`src/rtl/core/hlg_pkg.sv`:
```
// shared types and constants for the hysteretic level gate
package hlg_pkg;

  localparam int DEFAULT_BOUNDARY_COUNT = 6;
  localparam int DEFAULT_RAW_BITS       = 12;

  localparam int MAX_BOUNDARIES = 6;
  localparam int SLICE_BITS     = 12;
  localparam int SLICES_PER_REG = 3;
  localparam int CFG_DATA_BITS  = SLICE_BITS * SLICES_PER_REG;
  localparam int CFG_INDEX_BITS = 3;
  localparam int LEVEL_BITS     = 3;
  localparam int COUNT_BITS     = 16;
  localparam int HALF_BITS      = SLICE_BITS - 1;

  localparam logic [LEVEL_BITS-1:0] NEUTRAL_LEVEL = 3'd3;
  localparam logic [LEVEL_BITS-1:0] DRY_LEVEL     = 3'd0;
  localparam logic [LEVEL_BITS-1:0] WET_LEVEL     = 3'd6;

  typedef enum logic [CFG_INDEX_BITS-1:0] {
    REG_BOUNDARIES_LOW  = 3'd0,
    REG_BOUNDARIES_HIGH = 3'd1,
    REG_DEADBAND_WIDTH  = 3'd2,
    REG_SENSOR_RESIST   = 3'd3,
    REG_CONFIRM_DRY     = 3'd4,
    REG_CONFIRM_SOIL    = 3'd5,
    REG_CONFIRM_WET     = 3'd6
  } cfg_reg_t;

  typedef struct packed {
    logic [CFG_DATA_BITS-1:0] boundaries_low;
    logic [CFG_DATA_BITS-1:0] boundaries_high;
    logic [SLICE_BITS-1:0]    deadband_width;
    logic                     resistive_mode;
    logic [COUNT_BITS-1:0]    confirm_dry;
    logic [COUNT_BITS-1:0]    confirm_soil;
    logic [COUNT_BITS-1:0]    confirm_wet;
  } cfg_t;

endpackage

```
`src/rtl/core/hlg_classify.sv`:
```
// level classifier: counts crossed boundaries shifted by the half deadband
module hlg_classify #(
  parameter int BOUNDARY_COUNT = hlg_pkg::DEFAULT_BOUNDARY_COUNT,
  parameter int RAW_BITS       = hlg_pkg::DEFAULT_RAW_BITS
) (
  input  logic [RAW_BITS-1:0]             raw,
  input  logic [hlg_pkg::LEVEL_BITS-1:0]  ref_level,
  input  logic [hlg_pkg::HALF_BITS-1:0]   half,
  input  hlg_pkg::cfg_t                   cfg,
  output logic [hlg_pkg::LEVEL_BITS-1:0]  band
);
  import hlg_pkg::*;

  localparam int CMP_W = (RAW_BITS > SLICE_BITS) ? RAW_BITS + 2 : SLICE_BITS + 2;

  logic [2*CFG_DATA_BITS-1:0] all_bounds;
  logic signed [CMP_W-1:0]    raw_s;
  logic signed [CMP_W-1:0]    half_s;
  logic [BOUNDARY_COUNT-1:0]  crossed;

  assign all_bounds = {cfg.boundaries_high, cfg.boundaries_low};
  assign raw_s      = CMP_W'(raw);
  assign half_s     = CMP_W'(half);

  for (genvar i = 0; i < BOUNDARY_COUNT; i++) begin : g_bound
    logic signed [CMP_W-1:0] b_s;
    logic signed [CMP_W-1:0] eff;
    logic                    below;

    assign b_s   = CMP_W'(all_bounds[i*SLICE_BITS +: SLICE_BITS]);
    assign below = ref_level > LEVEL_BITS'(i);

    assign eff = cfg.resistive_mode ? (below ? (b_s - half_s) : (b_s + half_s))
                                    : (below ? (b_s + half_s) : (b_s - half_s));
    assign crossed[i] = cfg.resistive_mode ? (raw_s > eff) : (raw_s < eff);
  end

  always_comb begin
    band = '0;
    for (int i = 0; i < BOUNDARY_COUNT; i++) begin
      band = band + LEVEL_BITS'(crossed[i]);
    end
  end

endmodule

```
`src/rtl/core/hlg_track.sv`:
```
// committed and pending level with confirmation run counter
module hlg_track (
  input  logic                            clk,
  input  logic                            rst,
  input  logic                            step,
  input  logic                            seed,
  input  logic [hlg_pkg::LEVEL_BITS-1:0]  cand,
  input  hlg_pkg::cfg_t                   cfg,
  output logic [hlg_pkg::LEVEL_BITS-1:0]  committed,
  output logic [hlg_pkg::LEVEL_BITS-1:0]  committed_next
);
  import hlg_pkg::*;

  logic [LEVEL_BITS-1:0] pending;
  logic [LEVEL_BITS-1:0] pending_next;
  logic [COUNT_BITS-1:0] count;
  logic [COUNT_BITS-1:0] count_next;
  logic [COUNT_BITS-1:0] count_inc;
  logic [COUNT_BITS-1:0] run_raw;
  logic [COUNT_BITS-1:0] run_len;

  always_comb begin
    if (cand == DRY_LEVEL) begin
      run_raw = cfg.confirm_dry;
    end else if (cand >= WET_LEVEL) begin
      run_raw = cfg.confirm_wet;
    end else begin
      run_raw = cfg.confirm_soil;
    end
  end

  assign run_len   = (run_raw == '0) ? COUNT_BITS'(1) : run_raw;
  assign count_inc = count + COUNT_BITS'(1);

  always_comb begin
    committed_next = committed;
    pending_next   = pending;
    count_next     = count;
    if (seed) begin
      committed_next = cand;
      pending_next   = cand;
      count_next     = '0;
    end else if (cand == committed) begin
      pending_next = cand;
      count_next   = '0;
    end else if (cand == pending) begin
      if (count_inc >= run_len) begin
        committed_next = cand;
        pending_next   = cand;
        count_next     = '0;
      end else begin
        count_next = count_inc;
      end
    end else begin
      pending_next = cand;
      count_next   = COUNT_BITS'(1);
    end
  end

  always_ff @(posedge clk) begin
    if (rst) begin
      committed <= NEUTRAL_LEVEL;
      pending   <= NEUTRAL_LEVEL;
      count     <= '0;
    end else if (step) begin
      committed <= committed_next;
      pending   <= pending_next;
      count     <= count_next;
    end
  end

endmodule

```
`src/rtl/core/hysteretic_level_gate_core.sv`:
```
// top level of the hysteretic level gate: config registers and pipeline
//
//  channel | signals                            | role
//  in      | in_valid in_ready func raw_value   | sample or seed in
//  out     | out_valid out_ready level          | committed level per sample
//  cfg     | cfg_write cfg_index cfg_data       | register write, no wait
//
// one transfer per cycle in each direction while the result is not stalled;
// an input transfer passes through the input register, then the result register
// the whole classify and confirm update sits between those two registers
// reset clears the level state to the neutral level and loads config defaults
// a stalled result holds; the input register still drains into a free result
module hysteretic_level_gate_core #(
  parameter int BOUNDARY_COUNT = hlg_pkg::DEFAULT_BOUNDARY_COUNT,
  parameter int RAW_BITS       = hlg_pkg::DEFAULT_RAW_BITS
) (
  input  logic                               clk,
  input  logic                               rst,
  input  logic                               in_valid,
  output logic                               in_ready,
  input  logic                               func,
  input  logic [RAW_BITS-1:0]                raw_value,
  output logic                               out_valid,
  input  logic                               out_ready,
  output logic [hlg_pkg::LEVEL_BITS-1:0]     level,
  input  logic                               cfg_write,
  input  logic [hlg_pkg::CFG_INDEX_BITS-1:0] cfg_index,
  input  logic [hlg_pkg::CFG_DATA_BITS-1:0]  cfg_data
);
  import hlg_pkg::*;

  cfg_t                  cfg;
  logic                  s1_valid;
  logic                  s1_func;
  logic [RAW_BITS-1:0]   s1_raw;
  logic                  advance;
  logic [LEVEL_BITS-1:0] committed;
  logic [LEVEL_BITS-1:0] committed_next;
  logic [LEVEL_BITS-1:0] ref_level;
  logic [HALF_BITS-1:0]  half;
  logic [LEVEL_BITS-1:0] cand;

  // config registers
  always_ff @(posedge clk) begin
    if (rst) begin
      cfg.boundaries_low   <= '0;
      cfg.boundaries_high  <= '0;
      cfg.deadband_width   <= '0;
      cfg.resistive_mode   <= 1'b0;
      cfg.confirm_dry      <= COUNT_BITS'(1);
      cfg.confirm_soil     <= COUNT_BITS'(1);
      cfg.confirm_wet      <= COUNT_BITS'(1);
    end else if (cfg_write) begin
      case (cfg_index)
        REG_BOUNDARIES_LOW:  cfg.boundaries_low   <= cfg_data;
        REG_BOUNDARIES_HIGH: cfg.boundaries_high  <= cfg_data;
        REG_DEADBAND_WIDTH:  cfg.deadband_width   <= cfg_data[SLICE_BITS-1:0];
        REG_SENSOR_RESIST:   cfg.resistive_mode   <= cfg_data[0];
        REG_CONFIRM_DRY:     cfg.confirm_dry      <= cfg_data[COUNT_BITS-1:0];
        REG_CONFIRM_SOIL:    cfg.confirm_soil     <= cfg_data[COUNT_BITS-1:0];
        REG_CONFIRM_WET:     cfg.confirm_wet      <= cfg_data[COUNT_BITS-1:0];
        default: ;
      endcase
    end
  end

  // handshake
  assign advance  = s1_valid && (!out_valid || out_ready);
  assign in_ready = !s1_valid || advance;

  // input register
  always_ff @(posedge clk) begin
    if (rst) begin
      s1_valid <= 1'b0;
    end else if (in_ready) begin
      s1_valid <= in_valid;
    end
  end

  always_ff @(posedge clk) begin
    if (in_valid && in_ready) begin
      s1_func <= func;
      s1_raw  <= raw_value;
    end
  end

  // seed classifies against the neutral level with no deadband
  assign ref_level = s1_func ? NEUTRAL_LEVEL : committed;
  assign half      = s1_func ? '0 : cfg.deadband_width[SLICE_BITS-1:1];

  hlg_classify #(
    .BOUNDARY_COUNT(BOUNDARY_COUNT),
    .RAW_BITS(RAW_BITS)
  ) u_classify (
    .raw(s1_raw),
    .ref_level(ref_level),
    .half(half),
    .cfg(cfg),
    .band(cand)
  );

  hlg_track u_track (
    .clk(clk),
    .rst(rst),
    .step(advance),
    .seed(s1_func),
    .cand(cand),
    .cfg(cfg),
    .committed(committed),
    .committed_next(committed_next)
  );

  // result register
  always_ff @(posedge clk) begin
    if (rst) begin
      out_valid <= 1'b0;
    end else if (!out_valid || out_ready) begin
      out_valid <= s1_valid;
    end
  end

  always_ff @(posedge clk) begin
    if (advance) begin
      level <= committed_next;
    end
  end

endmodule

```
`config.mk`:
```
export PLATFORM = sky130hd
export DESIGN_NAME = hysteretic_level_gate_core
export DESIGN_NICKNAME = d
export VERILOG_FILES = /design/src/rtl/core/hlg_pkg.sv /design/src/rtl/core/hlg_classify.sv /design/src/rtl/core/hlg_track.sv /design/src/rtl/core/hysteretic_level_gate_core.sv
export SDC_FILE = /design/constraint.sdc
export NUM_CORES = 1
export LEC_CHECK = 0
export ABC_AREA = 0
export BUFFER_PORTS_ARGS = -buffer_cell sky130_fd_sc_hd__buf_4
export CAP_MARGIN = 20
export CORE_MARGIN = 2
export CORE_UTILIZATION = 40
export DETAILED_ROUTE_END_ITERATION = 7
export HOLD_SLACK_MARGIN = 0.08
export PLACE_DENSITY = 0.64
export SYNTH_ARGS = -nofsm -noshare
export SYNTH_HDL_FRONTEND = slang
export SYNTH_HIERARCHICAL = 1
export SYNTH_SLANG_ARGS = --single-unit
export TNS_END_PERCENT = 50
```
`constraint.sdc`:
```
create_clock -name clk -period 10.8 [get_ports clk]
set_input_delay 0.54 -clock clk [delete_from_list [all_inputs] [get_ports clk]]
set_output_delay 0.54 -clock clk [all_outputs]
set_load 0.05 [all_outputs]
```
==> metrics.md <==
| Metric | Value |
|---|---|
| Outcome | `complete, no violations` |
| Hold-fix buffers, CTS | `0` |
| Combinational share of power | `53.1%` |
| Sw frac | `44.10%` |
| Detailed Place HPWL | `35.83 mm` |
| Rows | `73` |
| Routed Antenna Nets | `0` |
| Largest net degree at the start of global routing | `98` |
| Post-cts sizing count | `0` |
| Max Slew Vio Count | `0` |
| Number of post-CTS setup repair buffers | `0` |
| Crit Path Max Fanout | `23` |
| Worst EP required | `11.01 ns` |
| Initial Util | `40.60%` |
| DRT iter0 DRCs | `1,060` |
| Syn avg cell area | `8.600 sq um` |
| Setup WS post-layout | `0.7324 ns` |
| Setup tns final | `0 ns` |
| Max Cap Viol | `0` |
| IO Pins | `62` |
| Die H | `205.0 um` |
| Max-slew headroom | `27.13%` |
| CP dominant cell by count | `ha_1` |
| Gpl congestion | `0.8984` |
| Minimum clock period | `10.07 ns` |
| Critical path class | `register to register` |
| Multi-input logic area | `0.01174 sq mm` |
| Clk sinks | `172` |
| Initial antenna violation count | `0` |
| Clock latency at the later pin of the worst-skew pair | `0.47 ns` |
| DRT Pass-1 Iters | `5` |
| Yosys Warn Count | `6` |
| CP Launch Type | `register` |
| Number of global-route vias before repair | `13,650` |
| Die X | `205.0 um` |
| Power per cell area | `159.2 mW/mm^2` |
| Final #Nets | `2,198` |
| Layout cells sized above 1 | `9.650%` |
| CTS tree | `yes` |
| Fill cells | `3,940` |
| Worst path arrival time | `10.28 ns` |
| Type of the most critical hold path | `primary input to register` |
| # port buffers | `61` |
| VDD IR max | `0.1654 mV` |
| Final Hold Viols | `0` |
| Hold WS | `0.2634 ns` |
| Unrepaired setup endpoints after global routing | `no` |
| Post-synth net total | `2,174` |
| Slew @ Worst Pin | `1.085 ns` |
| Core ar. | `0.03982 sq mm` |
| Pleak | `7.772 nW` |
| CP max stage cell | `fa_1` |
| Root buf cell | `clkbuf_16` |
| Pre-CTS setup slack | `0.8563 ns` |
| N_diodes | `0` |
| Reg clk slew, reported paths | `0.08 ns` |
| Die area | `0.04204 sq mm` |
| Clock power share | `21.8%` |
| Max incr delay on CP | `0.57 ns` |
| Inst Count DP | `2,410` |
| Routed wire length | `47.90 mm` |
| CTS max path bufs | `2` |
| Crit end category | `register` |
| Vias post-DR | `13,720` |
| Setup-failing EPs final | `0` |
| Commonest non-fill, non-tap cell in the layout | `ha_1` |
| Global router's overall resource usage | `23.11%` |
| Syn-to-layout area delta | `9.402%` |
| Synthesized cell area | `0.01617 sq mm` |
| Commonest cells after routing, fill and taps aside | `222 x ha_1, 201 x nand2b_1, 156 x dfxtp_1, 145 x mux2i_1, 134 x nor2_1` |
| Internal power | `1.574 mW` |
| CTS Buf Count | `17` |
| Syn Inst Count | `1,880` |
| Htree depth | `4` |
| First-pass GRT wire length | `74.91 mm` |
| DR vias/cell | `5.619` |
| DRC violations left | `0` |
| Total Power | `2.816 mW` |
| P_sw | `1.242 mW` |
| Clock Skew | `0.01845 ns` |
| Wirelength per Cell | `19.61 um` |
| Post-Layout Cell Count | `2,442` |
| Seq. cell area | `0.003603 sq mm` |
| Sequential share of power | `25.0%` |
| Global route overflow | `0` |
| Fmax achieved | `99.33 MHz` |
| Period utilization | `93.22%` |
==> power by group through the flow <==
stage          Sequential [mW]  Clock, mW  Combinational [mW]
2_1_floorplan            0.716          0                1.16
3_3_place_gp             0.720          0                1.43
3_5_place_dp             0.721          0                1.46
4_1_cts                  0.706      0.627                1.48
5_1_grt                  0.708      0.653                1.65
6_report                 0.705      0.614                1.50
==> sequential cells by signal (all words and copies together), names as in the netlist <==
register,flops
cfg,132
level,3
out_valid,1
s1_func,1
s1_raw,12
s1_valid,1
u_track/committed,3
u_track/count,16
u_track/pending,3
==> worst paths after layout <==
| path | slack [ns] | cells past startpoint | to | from |
|---|---|---|---|---|
| worst max-delay path | 0.73 | 38 | level[0]$_DFFE_PP_ | s1_func$_DFFE_PP_ |
| worst min-delay path | 0.26 | 1 | s1_raw[3]$_DFFE_PP_ | raw_value[3] |
| worst max register to register | 0.73 | 38 | level[0]$_DFFE_PP_ | s1_func$_DFFE_PP_ |
| worst min register to register | 0.46 | 2 | out_valid$_SDFFE_PP0P_ | s1_valid$_SDFFE_PP0P_ |
==> critical path, delay by kind of cell, from the launching register on <==
family	cells	cell delay (ns)
AOI/OAI and AO/OA	15	3.06
xor gates and xnor gates	1	0.17
adders and majority gates	7	2.73
buffers and inverters	4	0.77
DFF	1	0.46
muxes	1	0.31
and+or+nand+nor	10	2.32
==> per-stage QoR <==
stage | area (sq um) | util [%]
floorplan | 16170 | -
finish | 17690 | 44.42
CTS | 17690 | 44.42
global placement | 17120 | 42.99
detailed placement | 17120 | 42.99
global route | 17690 | 44.42
==> per-layer routing <==
metal | up-vias | share of wire (%) | track usage, %
met5 | - | 0 | 0
met2 | 389 | 48 | 39.78
li1 | 6736 | - | -
met1 | 6480 | 42 | 27.60
met4 | 0 | 4.9 | 11.23
met3 | 117 | 4.8 | 4.248
==> area by class of cell <==
type | count | area share (%)
multi-input combinational | 1512 | 66.37
clock inverter | 15 | 0.8135
timing repair buffer | 97 | 4.117
inverter | 104 | 2.207
tap | 525 | 3.714
sequential | 172 | 20.37
clock buffer | 17 | 2.405
Power figures use the tool's default switching activity.
